<file path="src/rms_onset_detector_with_cooldown_defines.svh">
// Assertion macros shared by the RMS onset detector RTL.
`ifndef RMS_ONSET_DETECTOR_WITH_COOLDOWN_DEFINES_SVH
`define RMS_ONSET_DETECTOR_WITH_COOLDOWN_DEFINES_SVH

// Same-cycle implication, disabled while in reset.
`define RODC_ASSERT_NOW(label, clk, rst, cond, conseq, msg) \
   label: assert property (@(posedge clk) disable iff (rst) (cond) |-> (conseq)) \
      else $error(msg);

// Next-cycle implication, disabled while in reset.
`define RODC_ASSERT_NEXT(label, clk, rst, cond, conseq, msg) \
   label: assert property (@(posedge clk) disable iff (rst) (cond) |=> (conseq)) \
      else $error(msg);

`endif

</file>
<file path="src/rodc_pkg.sv">
// Shared types and constants of the RMS onset detector.
`timescale 1ns / 1ps

package rodc_pkg;

   // Field widths
   localparam int SAMPLE_W    = 16;
   localparam int TIME_W      = 32;
   localparam int RMS_W       = 16;
   localparam int THR_W       = 16;
   localparam int COOL_W      = 16;
   localparam int SQ_W        = 31;           // square of a Q1.15 sample, at most 2^30
   localparam int MEAN_W      = 32;           // mean square as fed to the root unit
   localparam int SQ_REM_W    = RMS_W + 2;    // root remainder
   localparam int SQRT_STEPS  = MEAN_W / 2;
   localparam int RMS_MAX     = 32768;

   // Stream payloads
   localparam int REQ_TDATA_W = SAMPLE_W + TIME_W;
   localparam int RSP_TDATA_W = RMS_W + TIME_W;

   // Register port
   localparam int CSR_IDX_W   = 2;
   localparam int CSR_DATA_W  = 16;

   localparam logic             DETECT_ENABLE_RST  = 1'b1;
   localparam logic [THR_W-1:0] RISE_THRESHOLD_RST = 16'd3277;
   localparam logic [COOL_W-1:0] COOLDOWN_MS_RST   = 16'd100;

   typedef enum logic [CSR_IDX_W-1:0] {
      CSR_DETECT_ENABLE  = 2'd0,
      CSR_RISE_THRESHOLD = 2'd1,
      CSR_COOLDOWN_MS    = 2'd2
   } csr_index_type;

   // Controller to datapath
   typedef struct packed {
      logic accumulate;
      logic div_load;
      logic div_step;
      logic sqrt_load;
      logic sqrt_step;
      logic finish;
   } dp_cmd_type;

   // Datapath to controller
   typedef struct packed {
      logic out_free;
   } dp_status_type;

endpackage

</file>
<file path="src/rms_onset_detector_with_cooldown.sv">
// Top level of the RMS onset detector: register file, controller and datapath.
//
//   Channel | Ports                         | Carries
//   --------+-------------------------------+----------------------------------------
//   req     | req_tvalid/tready/tdata/tlast | sample, last_in_block, now_ms
//   rsp     | rsp_tvalid/tready/tdata/tuser | block_rms, onset, onset_time_ms
//   csr     | csr_valid/ready/index/data    | detect_enable, rise_threshold, cooldown_ms
//
// A request that does not end a block is accepted while the controller is idle. The
// last request of a block, with detection enabled, starts the computation: load,
// restoring divider, root load, square root unit and decision steps, in that order.
// Synchronous active-high reset clears sums, previous RMS and last onset time.
// A result waits in the output register while the next block is being accumulated;
// the next block's computation waits to finish only if that result is still not taken.
`timescale 1ns / 1ps
`include "rms_onset_detector_with_cooldown_defines.svh"

module rms_onset_detector_with_cooldown #(
   parameter int BLOCK_MAX = 1024
) (
   input  logic                               clock,
   input  logic                               reset,
   // request: [15:0] sample, [47:16] now_ms
   input  logic                               req_tvalid,
   output logic                               req_tready,
   input  logic [rodc_pkg::REQ_TDATA_W-1:0]   req_tdata,
   input  logic                               req_tlast,
   // response: [15:0] block_rms, [47:16] onset_time_ms
   output logic                               rsp_tvalid,
   input  logic                               rsp_tready,
   output logic [rodc_pkg::RSP_TDATA_W-1:0]   rsp_tdata,
   // response: [0] onset
   output logic                               rsp_tuser,
   // register writes
   input  logic                               csr_valid,
   output logic                               csr_ready,
   input  logic [rodc_pkg::CSR_IDX_W-1:0]     csr_index,
   input  logic [rodc_pkg::CSR_DATA_W-1:0]    csr_data
);
   import rodc_pkg::*;

   localparam int SUM_W = SQ_W - 1 + $clog2(BLOCK_MAX + 1);

   // Configuration registers
   logic               detect_enable_ff;
   logic [THR_W-1:0]   rise_threshold_ff;
   logic [COOL_W-1:0]  cooldown_ms_ff;

   assign csr_ready = 1'b1;

   always_ff @(posedge clock) begin
      if (reset) begin
         detect_enable_ff  <= DETECT_ENABLE_RST;
         rise_threshold_ff <= RISE_THRESHOLD_RST;
         cooldown_ms_ff    <= COOLDOWN_MS_RST;
      end else if (csr_valid && csr_ready) begin
         unique case (csr_index)
            CSR_DETECT_ENABLE:  detect_enable_ff  <= csr_data[0];
            CSR_RISE_THRESHOLD: rise_threshold_ff <= csr_data[THR_W-1:0];
            CSR_COOLDOWN_MS:    cooldown_ms_ff    <= csr_data[COOL_W-1:0];
            default: ;
         endcase
      end
   end

   // Controller and datapath
   dp_cmd_type    dp_cmd;
   dp_status_type dp_status;
   logic [RMS_W-1:0]  block_rms;
   logic [TIME_W-1:0] onset_time_ms;

   rodc_ctrl #(
      .SUM_W (SUM_W)
   ) u_ctrl (
      .clock         (clock),
      .reset         (reset),
      .req_tvalid    (req_tvalid),
      .req_tlast     (req_tlast),
      .detect_enable (detect_enable_ff),
      .status        (dp_status),
      .req_tready    (req_tready),
      .cmd           (dp_cmd)
   );

   rodc_datapath #(
      .BLOCK_MAX (BLOCK_MAX)
   ) u_datapath (
      .clock          (clock),
      .reset          (reset),
      .cmd            (dp_cmd),
      .status         (dp_status),
      .sample         ($signed(req_tdata[SAMPLE_W-1:0])),
      .now_ms         (req_tdata[SAMPLE_W +: TIME_W]),
      .rise_threshold (rise_threshold_ff),
      .cooldown_ms    (cooldown_ms_ff),
      .rsp_tready     (rsp_tready),
      .rsp_valid      (rsp_tvalid),
      .block_rms      (block_rms),
      .onset          (rsp_tuser),
      .onset_time_ms  (onset_time_ms)
   );

   assign rsp_tdata = {onset_time_ms, block_rms};

   // Checks
   `RODC_ASSERT_NEXT(a_block_end_stalls, clock, reset, req_tvalid && req_tready && req_tlast && detect_enable_ff, !req_tready, "block end did not start computation")
   `RODC_ASSERT_NOW(a_rsp_after_compute, clock, reset, $rose(rsp_tvalid), !$past(req_tready), "response appeared without a computation phase")
   `RODC_ASSERT_NOW(a_rms_range, clock, reset, rsp_tvalid, {1'b0, rsp_tdata[RMS_W-1:0]} <= (RMS_W + 1)'(RMS_MAX), "block RMS above full scale")
   `RODC_ASSERT_NOW(a_cmd_onehot, clock, reset, 1'b1, $onehot0(dp_cmd), "controller issued overlapping commands")

endmodule

</file>
<file path="src/rodc_ctrl.sv">
// Controller FSM: sequences accumulation, division, square root and result load.
`timescale 1ns / 1ps

module rodc_ctrl #(
   parameter int SUM_W = 41
) (
   input  logic                   clock,
   input  logic                   reset,
   input  logic                   req_tvalid,
   input  logic                   req_tlast,
   input  logic                   detect_enable,
   input  rodc_pkg::dp_status_type status,
   output logic                   req_tready,
   output rodc_pkg::dp_cmd_type   cmd
);
   import rodc_pkg::*;

   localparam int STEP_W = $clog2(SUM_W);

   typedef enum logic [2:0] {
      ST_IDLE,
      ST_LOAD,
      ST_DIV,
      ST_SQ_LOAD,
      ST_SQRT,
      ST_DONE
   } state_type;

   state_type         state_ff, state_in;
   logic [STEP_W-1:0] step_ff, step_in;

   // Next state and commands
   always_comb begin
      state_in   = state_ff;
      step_in    = step_ff;
      cmd        = '0;
      req_tready = 1'b0;
      unique case (state_ff)
         ST_IDLE: begin
            req_tready = 1'b1;
            if (req_tvalid && detect_enable) begin
               cmd.accumulate = 1'b1;
               if (req_tlast) begin
                  state_in = ST_LOAD;
               end
            end
         end
         ST_LOAD: begin
            cmd.div_load = 1'b1;
            step_in      = STEP_W'(SUM_W - 1);
            state_in     = ST_DIV;
         end
         ST_DIV: begin
            cmd.div_step = 1'b1;
            if (step_ff == '0) begin
               state_in = ST_SQ_LOAD;
            end else begin
               step_in = step_ff - STEP_W'(1);
            end
         end
         ST_SQ_LOAD: begin
            cmd.sqrt_load = 1'b1;
            step_in       = STEP_W'(SQRT_STEPS - 1);
            state_in      = ST_SQRT;
         end
         ST_SQRT: begin
            cmd.sqrt_step = 1'b1;
            if (step_ff == '0) begin
               state_in = ST_DONE;
            end else begin
               step_in = step_ff - STEP_W'(1);
            end
         end
         ST_DONE: begin
            // wait for the output register to free up
            if (status.out_free) begin
               cmd.finish = 1'b1;
               state_in   = ST_IDLE;
            end
         end
         default: begin
            state_in = ST_IDLE;
         end
      endcase
   end

   // State register
   always_ff @(posedge clock) begin
      if (reset) begin
         state_ff <= ST_IDLE;
         step_ff  <= '0;
      end else begin
         state_ff <= state_in;
         step_ff  <= step_in;
      end
   end

endmodule

</file>
<file path="src/rodc_datapath.sv">
// Datapath: square accumulator, restoring divider, bitwise root, onset decision.
`timescale 1ns / 1ps

module rodc_datapath #(
   parameter int BLOCK_MAX = 1024
) (
   input  logic                               clock,
   input  logic                               reset,
   input  rodc_pkg::dp_cmd_type               cmd,
   output rodc_pkg::dp_status_type            status,
   input  logic signed [rodc_pkg::SAMPLE_W-1:0] sample,
   input  logic [rodc_pkg::TIME_W-1:0]        now_ms,
   input  logic [rodc_pkg::THR_W-1:0]         rise_threshold,
   input  logic [rodc_pkg::COOL_W-1:0]        cooldown_ms,
   input  logic                               rsp_tready,
   output logic                               rsp_valid,
   output logic [rodc_pkg::RMS_W-1:0]         block_rms,
   output logic                               onset,
   output logic [rodc_pkg::TIME_W-1:0]        onset_time_ms
);
   import rodc_pkg::*;

   localparam int CNT_W = $clog2(BLOCK_MAX + 1);
   localparam int SUM_W = SQ_W - 1 + CNT_W;

   // Accumulator
   logic signed [2*SAMPLE_W-1:0] product;
   logic [SQ_W-1:0]              square;
   logic [SUM_W-1:0]             sum_ff, sum_in;
   logic [CNT_W-1:0]             count_ff, count_in;
   logic [TIME_W-1:0]            now_ff;

   assign product = sample * sample;
   assign square  = product[SQ_W-1:0];

   always_comb begin
      sum_in   = sum_ff;
      count_in = count_ff;
      if (cmd.accumulate) begin
         // saturate: samples past the block limit are dropped
         if (count_ff < CNT_W'(BLOCK_MAX)) begin
            sum_in   = sum_ff + SUM_W'(square);
            count_in = count_ff + CNT_W'(1);
         end
      end else if (cmd.div_load) begin
         sum_in   = '0;
         count_in = '0;
      end
   end

   // Restoring divider, one quotient bit per cycle
   logic [SUM_W-1:0] div_quot_ff;
   logic [CNT_W-1:0] div_rem_ff;
   logic [CNT_W-1:0] div_den_ff;
   logic [CNT_W:0]   div_shift;
   logic [CNT_W:0]   div_diff;
   logic             div_ge;

   assign div_shift = {div_rem_ff, div_quot_ff[SUM_W-1]};
   assign div_ge    = div_shift >= {1'b0, div_den_ff};
   assign div_diff  = div_shift - {1'b0, div_den_ff};

   always_ff @(posedge clock) begin
      if (cmd.div_load) begin
         div_quot_ff <= sum_ff;
         div_rem_ff  <= '0;
         div_den_ff  <= count_ff;
      end else if (cmd.div_step) begin
         div_rem_ff  <= div_ge ? div_diff[CNT_W-1:0] : div_shift[CNT_W-1:0];
         div_quot_ff <= {div_quot_ff[SUM_W-2:0], div_ge};
      end
   end

   // Digit-by-digit square root, two radicand bits per cycle
   logic [MEAN_W-1:0]   sq_val_ff;
   logic [SQ_REM_W-1:0] sq_rem_ff;
   logic [RMS_W-1:0]    sq_root_ff;
   logic [SQ_REM_W+1:0] sq_cur;
   logic [SQ_REM_W+1:0] sq_trial;
   logic [SQ_REM_W+1:0] sq_diff;
   logic                sq_ge;

   assign sq_cur   = {sq_rem_ff, sq_val_ff[MEAN_W-1 -: 2]};
   assign sq_trial = {2'b00, sq_root_ff, 2'b01};
   assign sq_ge    = sq_cur >= sq_trial;
   assign sq_diff  = sq_cur - sq_trial;

   always_ff @(posedge clock) begin
      if (cmd.sqrt_load) begin
         // mean square never exceeds 2^30
         sq_val_ff  <= {1'b0, div_quot_ff[MEAN_W-2:0]};
         sq_rem_ff  <= '0;
         sq_root_ff <= '0;
      end else if (cmd.sqrt_step) begin
         sq_val_ff  <= {sq_val_ff[MEAN_W-3:0], 2'b00};
         sq_rem_ff  <= sq_ge ? sq_diff[SQ_REM_W-1:0] : sq_cur[SQ_REM_W-1:0];
         sq_root_ff <= {sq_root_ff[RMS_W-2:0], sq_ge};
      end
   end

   // Onset decision: strict rise test, cooldown in 33 bits without wrap
   logic [RMS_W-1:0]         prev_rms_ff;
   logic [TIME_W-1:0]        last_onset_ff;
   logic signed [RMS_W:0]    rise;
   logic                     rise_ok;
   logic [TIME_W:0]          cool_end;
   logic                     time_ok;
   logic                     onset_now;

   assign rise      = $signed({1'b0, sq_root_ff}) - $signed({1'b0, prev_rms_ff});
   assign rise_ok   = rise > $signed({1'b0, rise_threshold});
   assign cool_end  = (TIME_W + 1)'(last_onset_ff) + (TIME_W + 1)'(cooldown_ms);
   assign time_ok   = (TIME_W + 1)'(now_ff) > cool_end;
   assign onset_now = rise_ok && time_ok;

   // Output register
   logic                rsp_valid_ff;
   logic [RMS_W-1:0]    rms_out_ff;
   logic                onset_out_ff;
   logic [TIME_W-1:0]   time_out_ff;

   assign status.out_free = !rsp_valid_ff || rsp_tready;

   always_ff @(posedge clock) begin
      if (reset) begin
         sum_ff        <= '0;
         count_ff      <= '0;
         prev_rms_ff   <= '0;
         last_onset_ff <= '0;
         rsp_valid_ff  <= 1'b0;
      end else begin
         sum_ff   <= sum_in;
         count_ff <= count_in;
         if (cmd.finish) begin
            prev_rms_ff  <= sq_root_ff;
            rsp_valid_ff <= 1'b1;
            if (onset_now) begin
               last_onset_ff <= now_ff;
            end
         end else if (rsp_tready) begin
            rsp_valid_ff <= 1'b0;
         end
      end
   end

   // Payload registers
   always_ff @(posedge clock) begin
      if (cmd.accumulate) begin
         now_ff <= now_ms;
      end
      if (cmd.finish) begin
         rms_out_ff   <= sq_root_ff;
         onset_out_ff <= onset_now;
         time_out_ff  <= onset_now ? now_ff : last_onset_ff;
      end
   end

   assign rsp_valid     = rsp_valid_ff;
   assign block_rms     = rms_out_ff;
   assign onset         = onset_out_ff;
   assign onset_time_ms = time_out_ff;

endmodule
</file>
<file path="config.mk">
export PLATFORM = sky130hd
export DESIGN_NAME = rms_onset_detector_with_cooldown
export DESIGN_NICKNAME = d
export VERILOG_FILES = /design/src/rodc_pkg.sv /design/src/rms_onset_detector_with_cooldown.sv /design/src/rodc_ctrl.sv /design/src/rodc_datapath.sv
export VERILOG_INCLUDE_DIRS = /design/src /design/src/src
export SDC_FILE = /design/constraint.sdc
export NUM_CORES = 1
export LEC_CHECK = 0
export ABC_AREA = 1
export BUFFER_PORTS_ARGS = -buffer_cell sky130_fd_sc_hd__buf_2
export CORE_MARGIN = 10
export CORE_UTILIZATION = 35
export CTS_BUF_LIST = sky130_fd_sc_hd__clkbuf_4
export CTS_CLUSTER_SIZE = 20
export DETAILED_ROUTE_END_ITERATION = 8
export GPL_ROUTABILITY_DRIVEN = 0
export PLACE_DENSITY_LB_ADDON = 0.1
export SLEW_MARGIN = 0
export SYNTH_ARGS = -nofsm -noshare
export SYNTH_HDL_FRONTEND = slang
export SYNTH_SLANG_ARGS = --single-unit
</file>
<file path="constraint.sdc">
create_clock -name clock -period 13.6 [get_ports clock]
set_clock_uncertainty 0.15 [all_clocks]
set_input_delay 0.68 -clock clock [delete_from_list [all_inputs] [get_ports clock]]
set_output_delay 0.68 -clock clock [all_outputs]
set_load 0.01 [all_outputs]
</file>
==> metrics, run 1 <==
status completed; synthesized area 28,700 µm²; Post-Syn Instances 3,562; CTS tree done; max-cap viol count 0; FF+latch area 8710 µm²; cts hold-fix bufs 51; Synth Net Count 4,100; post-synthesis compound-gate area fraction 10.7%; final wirelength 77.2 mm; FF-to-FF setup slack 8130 ps; Most common cell on crit path nand2_1; final period utilization 57.2%; I/O Buffers 122; Min-Delay Path Class in2reg; clk sink count 353; CTS Root Buffer Type clkbuf_4; worst skew pair latency 900 ps; post-synthesis cell type count 56; Die Width 306 µm; largest net degree at the start of global routing 136; post-layout min period 7780 ps; Synth Flop Type dfxtp_1; Setup violations, final 0; Yosys reg bits 353; die height 306 µm; post_cts resized 0; Hold Vio Cnt, Final 0; Setup crit end kind register; Slew @ Worst Pin 990 ps; combinational family with the most area after synthesis adder cells; Syn. warnings 0; ys async rst share 0%; FMAX 129 MHz; CP endpoint u_datapath.sum_ff[32]; Final Max Slew Viols 0; Adder-Cell Fraction of Synth Area 26.3%; setup bufs post-CTS 0; 1st-pass router iterations 5; Synth Area in Simple Gates 18.6%; DRC Markers 0; Iter 0 DRT Violations 1,164; reg-to-reg endpoint u_datapath.onset_time_ms[5]; RR Startpoint u_datapath.last_onset_ff[2]; Slowest-stage cell, CP fa_1; mux cell area share after synthesis 0%; top-area cell type share of the netlist area 17.2%; RSZ-0062 raised after global routing false; vias in the first global route 23,700; I/O pin cnt 124; main area contributors after synthesis edfxtp_1 17%, fa_1 16%, dfxtp_1 13%; Setup Crit Path Kind in2reg; multi-input logic area 17,000 µm²; Post-synth EDFFs 164; Setup TNS 0 ps; GRT overflow 0; aggregate global-route resource usage 16.6%; nets@finish 4,281; CP Max Fanout 17; syn_area_per_cell 8.05 µm²; Layout Area Growth over Synthesis 12.2%; TritonCTS buffer count 101; Starting Density 35.5%; critical path data arrival time 8310 ps; share of layout cells above drive strength 1 9.56%; Die Area 93,800 µm²; site row count 104; worst hold start req_tlast; maximum clock insertion buffer count 3; clock-pin transition on the worst setup and hold timing paths 60 ps; DP HPWL 58.9 mm; H-tree levels 3; crit path from req_tdata[9]; slew margin rel. 34.0%; antenna-violating nets left 0; WP data required 14,130 ps; Via Count 23,200; core area 80,800 µm²; largest area contributor in the netlist edfxtp_1; drt wl/cell 15.8 µm; global-route wire length before repair 126 mm; fillers 8,516; slowest stage delay, CP 570 ps; vias per cell 4.74; r2r worst-path depth 24; crit start category input port; Synth Area in XOR/XNOR 3.60%; initial antenna violation count 3; Seq/Total Area, Yosys 30.4%
[through the flow]
stage	instance area [µm²]	utilization, %	hold slack [ps]	std cells	setup WS [ps]
2_1_floorplan	28700	-	258	3562	5770
3_3_place_gp	30300	37.5	276	4649	4980
3_5_place_dp	30300	37.5	271	4649	5030
4_1_cts	32200	39.8	116	4887	5940
5_1_grt	32200	39.8	179	4890	5260
6_report	32200	39.8	234	4890	5820
[worst min path at each step]
stage	endpoint	depth (start not counted)
2_1_floorplan	u_datapath.block_rms[0]	0
3_3_place_gp	u_datapath.block_rms[0]	0
3_5_place_dp	u_datapath.block_rms[0]	0
4_1_cts	u_datapath.last_onset_ff[2]	4
5_1_grt	u_datapath.last_onset_ff[0]	4
6_report	u_ctrl.state_ff[0]	7
[worst max-delay path, delay by kind of cell]
kind | cells | cell delay [ps]
buffers and inverters | 7 | 810
AND/OR/NAND/NOR | 16 | 2430
XOR/XNOR | 1 | 70
AO/OA/AOI/OAI | 3 | 620
adder cells (fa/ha/maj) | 8 | 3680
[area by class of cell]
cell class / count / share of cell area [%]
multi-input cells: 2425 / 52.8
clock buffers: 156 / 3.64
flip-flops and latches: 353 / 27.1
inverters: 674 / 7.87
well taps: 1060 / 4.12
diodes: 3 / 0.0233
repair buffers: 188 / 3.87
clock inverters: 31 / 0.549
[logic make-up (layout without fill, tap and decap cells)]
kind of cell	Yosys count	after routing
adders and majority gates	466	466
and+or+nand+nor	1284	1284
xor gates and xnor gates	118	118
DFF	353	353
buffers and inverters	784	1049
other	1	4
AOI/OAI and AO/OA	556	556
[cells in the final DEF, fill, tap and decap left out, drive strengths merged, types with 4 or more instances in the layout]
cell type    count
a211oi           4
a31oi           11
dlygate4sd3     51
nand3          121
o21ai          171
o21bai          16
nand2          824
a21oi          280
nor4            11
edfxtp         164
ha             237
clkinv          33
nand4           47
o22ai           15
nor3            32
o21a             6
or2             21
o31ai            6
fa             229
o211ai          16
clkbuf         156
a21o            13
o221ai           4
inv            670
dfxtp          189
buf            137
xnor2           47
xor2            71
nor2           224
[synthesized netlist by cell type (all sizes together), types with 3 or more instances]
| library cell | n |
|---|---|
| a211oi | 4 |
| a21boi | 3 |
| a21o | 13 |
| a21oi | 280 |
| a31o | 3 |
| a31oi | 11 |
| buf | 22 |
| clkbuf | 88 |
| clkinv | 6 |
| dfxtp | 189 |
| edfxtp | 164 |
| fa | 229 |
| ha | 237 |
| inv | 668 |
| nand2 | 824 |
| nand3 | 121 |
| nand4 | 47 |
| nor2 | 224 |
| nor3 | 32 |
| nor4 | 11 |
| o2111ai | 3 |
| o211ai | 16 |
| o21a | 6 |
| o21ai | 171 |
| o21bai | 16 |
| o221ai | 4 |
| o22ai | 15 |
| o31ai | 6 |
| or2 | 21 |
| xnor2 | 47 |
| xor2 | 71 |
[registers in the layout, summed over array words and instances (netlist names)]
register                  cells
u_datapath.div_quot_ff       41
u_datapath.sum_ff            41
u_datapath.last_onset_ff     32
u_datapath.now_ff            32
u_datapath.onset_time_ms     32
u_datapath.sq_val_ff         32
u_datapath.sq_rem_ff         18
cooldown_ms_ff               16
rise_threshold_ff            16
u_datapath.block_rms         16
u_datapath.prev_rms_ff       16
u_datapath.sq_root_ff        16
u_datapath.count_ff          11
u_datapath.div_den_ff        11
u_datapath.div_rem_ff        11
u_ctrl.step_ff                6
u_ctrl.state_ff               3
detect_enable_ff              1
u_datapath.onset              1
u_datapath.rsp_valid          1
[metal layers]
layer / part of all wire, % / track usage, % / wire length (µm)
met1: 45 / 21.1 / 35100
met2: 49 / 28.9 / 37500
met3: 4.0 / 2.43 / 3090
met4: 2.0 / 4.33 / 1510
met5: 0.017 / 0 / 13
Power of run 1 is not shown: default switching activity piles up to over one toggle a cycle in this logic, so the estimate is an artifact.
==> inputs of run 2 (changes only) <==
==> constraint.sdc (replaced) <==
create_clock -name clock -period 7.16 [get_ports clock]
set_clock_uncertainty 0.15 [all_clocks]
set_input_delay 0.358 -clock clock [delete_from_list [all_inputs] [get_ports clock]]
set_output_delay 0.358 -clock clock [all_outputs]
set_load 0.01 [all_outputs]
==> metrics, run 2 (synthesis gave the netlist of run 1 again) <==
status completed; Via Count 24,000; clk sink count 353; maximum clock insertion buffer count 3; placed insts 4,921; Final Max Slew Viols 0; commonest non-fill, non-tap cell in the layout nand2_1; CP Max Fanout 6; slowest stage delay, CP 540 ps; clock-pin transition on the worst setup and hold timing paths 70 ps; GRT overflow 0; Setup violations, final 0; largest net degree at the start of global routing 136; WP data required 7750 ps; share of layout cells above drive strength 1 15.9%; worst path bufs/invs 9; Starting Density 35.5%; post-layout min period 6720 ps; initial antenna violation count 2; Setup Crit Path Kind in2reg; Setup crit end kind register; Layout Area Growth over Synthesis 19.9%; 1st-pass router iterations 5; aggregate global-route resource usage 16.9%; Die Width 306 µm; site row count 104; worst skew pair latency 900 ps; die height 306 µm; global-route wire length before repair 129 mm; Min-Delay Path Class in2reg; critical path's top delay family adder cells; H-tree levels 3; most frequent cells in the layout 800 x nand2_1, 660 x inv_1, 281 x buf_4; CTS tree done; slew margin rel. 26.7%; dpl cell area 32,400 µm²; Slew @ Worst Pin 1100 ps; nets@finish 4,559; core area 80,800 µm²; TritonCTS buffer count 101; crit path from req_tdata[10]; antenna-violating nets left 0; Slowest-stage cell, CP fa_1; I/O Buffers 122; Hold Vio Cnt, Final 0; worst hold start req_tdata[47]; FMAX 149 MHz; Finished Cell Area 34,400 µm²; fin util 42.5%; fin cells 5,173; final period utilization 93.9%; setup bufs post-CTS 0; max-cap viol count 0; final wirelength 78.6 mm; drt wl/cell 15.2 µm; RSZ-0062 raised after global routing false; CTS Root Buffer Type clkbuf_4; Iter 0 DRT Violations 1,055; crit start category input port; Die Area 93,800 µm²; DP HPWL 61.4 mm; I/O pin cnt 124; vias per cell 4.64; critical path data arrival time 7310 ps; vias in the first global route 24,900; DRC Markers 0; Top Registers u_datapath.div_quot_ff x41, u_datapath.sum_ff x41; RR Startpoint u_datapath.last_onset_ff[2]
-- run 2: layer usage --
| layer | global-route usage, % | share of wire, % | vias to the layer above |
|---|---|---|---|
| met2 | 29.8 | 48 | 345 |
| met3 | 2.58 | 3.7 | 119 |
| met1 | 21.1 | 45 | 11200 |
| li1 | - | - | 12400 |
| met4 | 5.13 | 2.4 | 0 |
| met5 | 0 | 0 | - |
-- run 2: what timing repair did --
item	in CTS	in global routing
hold buffers	57	0
endpoints found under the hold margin	89	0
setup endpoints to repair	0	6
resized for setup	0	8
-- run 2: final timing paths --
kind | end | slack [ps] | cells past startpoint
setup / recovery | u_datapath.sum_ff[25] | 440 | 30
hold / removal | u_datapath.now_ff[31] | 80 | 2
setup reg to reg | u_datapath.onset_time_ms[4] | 1950 | 25
hold reg to reg | u_datapath.block_rms[0] | 280 | 0
-- run 2: layout make-up --
class                      count  area, µm²
clock inverter                35        174
clock buffer                 156       1170
sequential                   353       8710
antenna                        4       10.0
fill                        8431      46400
multi-input combinational   2425      17000
inverter                     674       2530
tap                         1060       1330
timing repair buffer         466       3410
-- run 2: per-stage QoR --
step	TNS [ps]	setup WS (ps)	hold slack, ps
4_1_cts	0	477	5.32
2_1_floorplan	0	1.17	258
5_1_grt	0	11.6	27.2
6_report	0	435	78.6
3_5_place_dp	-7570	-449	274
3_3_place_gp	-8160	-490	274
Power of run 2 is left out for the same reason.
==> inputs of run 3 (changes only) <==
--- a/config.mk
+++ b/config.mk
@@ -6,7 +6,6 @@
 export SDC_FILE = /design/constraint.sdc
 export NUM_CORES = 1
 export LEC_CHECK = 0
-export ABC_AREA = 1
 export BUFFER_PORTS_ARGS = -buffer_cell sky130_fd_sc_hd__buf_2
 export CORE_MARGIN = 10
 export CORE_UTILIZATION = 35
==> metrics, run 3 <==
Post-synth EDFFs 164; Hold Vio Cnt, Final 0; Setup crit end kind register; FMAX 145 MHz; slowest stage delay, CP 540 ps; Final WS setup 251 ps; Most common cell on crit path fa_1; vias per cell 4.73; Starting Density 35.3%; status completed; aggregate global-route resource usage 15.4%; Layout Area Growth over Synthesis 21.9%; largest net degree at the start of global routing 93; Setup Crit Path Kind in2reg; top-area cell type share of the netlist area 17.6%; synthesized area 27,900 µm²; Top Registers u_datapath.div_quot_ff x41, u_datapath.sum_ff x41; fin util 43.1%; Setup violations, final 0; count leader, synth nand2_1; Syn. warnings 0; final period utilization 96.5%; CTS Root Buffer Type clkbuf_4; Die Width 303 µm; 1st-pass router iterations 7; post-synthesis cell type count 94; post-layout min period 6910 ps; syn_area_per_cell 9.23 µm²; commonest non-fill, non-tap cell in the layout nand2_1; maximum clock insertion buffer count 3; I/O Buffers 122; Slowest-stage cell, CP fa_1; drt wl/cell 15.4 µm; Synth Net Count 3,567; vias in the first global route 22,800; largest area contributor in the netlist edfxtp_1; die height 303 µm; crit start category input port; Min-Delay Path Class in2reg; main area contributors after synthesis edfxtp_1 18%, fa_1 16%, dfxtp_1 14%; share of layout cells above drive strength 1 19.2%; fillers 7,942; Die Area 91,500 µm²; DRC Markers 0; Slew @ Worst Pin 1120 ps; most frequent cells in the layout 479 x nand2_1, 414 x inv_1, 277 x buf_4; RSZ-0062 raised after global routing true; nets@finish 4,047; I/O pin cnt 124; TritonCTS buffer count 94; antenna-violating nets left 0; slew margin rel. 25.1%; max-cap viol count 0; CP Max Fanout 7; worst skew pair latency 820 ps; synth cell count leaders 487 x nand2_1, 431 x inv_1, 237 x ha_1; global-route wire length before repair 117 mm; final wirelength 71.3 mm; DP HPWL 56.2 mm; core area 79,100 µm²; ys async rst share 0%; initial antenna violation count 2; Post-Syn Instances 3,029; Seq/Total Area, Yosys 31.2%; critical path data arrival time 7430 ps; WP data required 7680 ps; Synth Flop Type dfxtp_1; Final Max Slew Viols 0; pre-CTS setup slack -801 ps; Yosys reg bits 353; Iter 0 DRT Violations 880; Via Count 21,900; clock-pin transition on the worst setup and hold timing paths 60 ps; clk sink count 353; GRT overflow 0; H-tree levels 3; CTS tree done; site row count 103
-- run 3: worst max-delay path, delay by kind of cell --
kind | cells | cell delay (ps)
AOI/OAI and AO/OA | 10 | 1810
adders and majority gates | 8 | 3420
buffers and inverters | 7 | 820
and+or+nand+nor | 3 | 480
xor gates and xnor gates | 3 | 530
-- run 3: per-layer routing --
| metal | vias up | routed length, µm | global-route usage [%] |
|---|---|---|---|
| met5 | - | 8 | 0 |
| met4 | 2 | 1250 | 4.45 |
| met3 | 84 | 2180 | 1.78 |
| met2 | 280 | 34200 | 26.5 |
| met1 | 10500 | 33600 | 20.2 |
| li1 | 11100 | - | - |
-- run 3: final cells by class --
| type | instances | area (µm²) | area share, % |
|---|---|---|---|
| timing repair buffer | 482 | 3670 | 10.8 |
| tap | 1050 | 1310 | 3.86 |
| clock buffer | 147 | 1100 | 3.24 |
| multi-input combinational | 2144 | 17500 | 51.4 |
| antenna | 1 | 2.50 | 0.00735 |
| inverter | 434 | 1630 | 4.78 |
| sequential | 353 | 8710 | 25.6 |
| clock inverter | 27 | 126 | 0.371 |
-- run 3: final timing paths --
kind                                                   from                          end  slack, ps  cells after the start
worst max-delay path                          req_tdata[13]        u_datapath.sum_ff[26]        250                     31
worst min-delay path                          req_tdata[23]         u_datapath.now_ff[7]        100                      2
worst max register to register  u_datapath.last_onset_ff[0]  u_datapath.last_onset_ff[2]       1240                     21
worst min register to register    u_datapath.prev_rms_ff[1]    u_datapath.prev_rms_ff[1]        310                      2
-- run 3: cell families after synthesis --
logic type,count (synthesis),synth area share (%)
AO/OA/AOI/OAI,516,11.7
XOR/XNOR,134,4.20
adder cells (fa/ha/maj),466,27.0
buffers and inverters,533,7.40
flip-flops,353,31.2
multiplexers,83,3.12
other,1,0.0134
AND/OR/NAND/NOR,943,15.4
-- run 3: through the flow --
| step | area, µm² | hold slack (ps) | setup TNS (ps) | cells |
|---|---|---|---|---|
| 6_report | 34100 | 103 | 0 | 4638 |
| 5_1_grt | 34100 | 32.7 | -230 | 4638 |
| 4_1_cts | 33600 | 0.288 | 0 | 4612 |
| 3_5_place_dp | 31600 | 296 | -14340 | 4361 |
| 3_3_place_gp | 31600 | 294 | -11590 | 4361 |
| 2_1_floorplan | 28200 | 277 | -1360 | 3029 |
-- run 3: timing repair --
item / 4_1_cts / 5_1_grt
hold buffers: 77 / 0
endpoints found under the setup margin: 0 / 22
gates resized for setup: 0 / 80
buffers inserted: 0 / 24
endpoints found under the hold margin: 94 / 0
Power of run 3 is left out for the same reason.
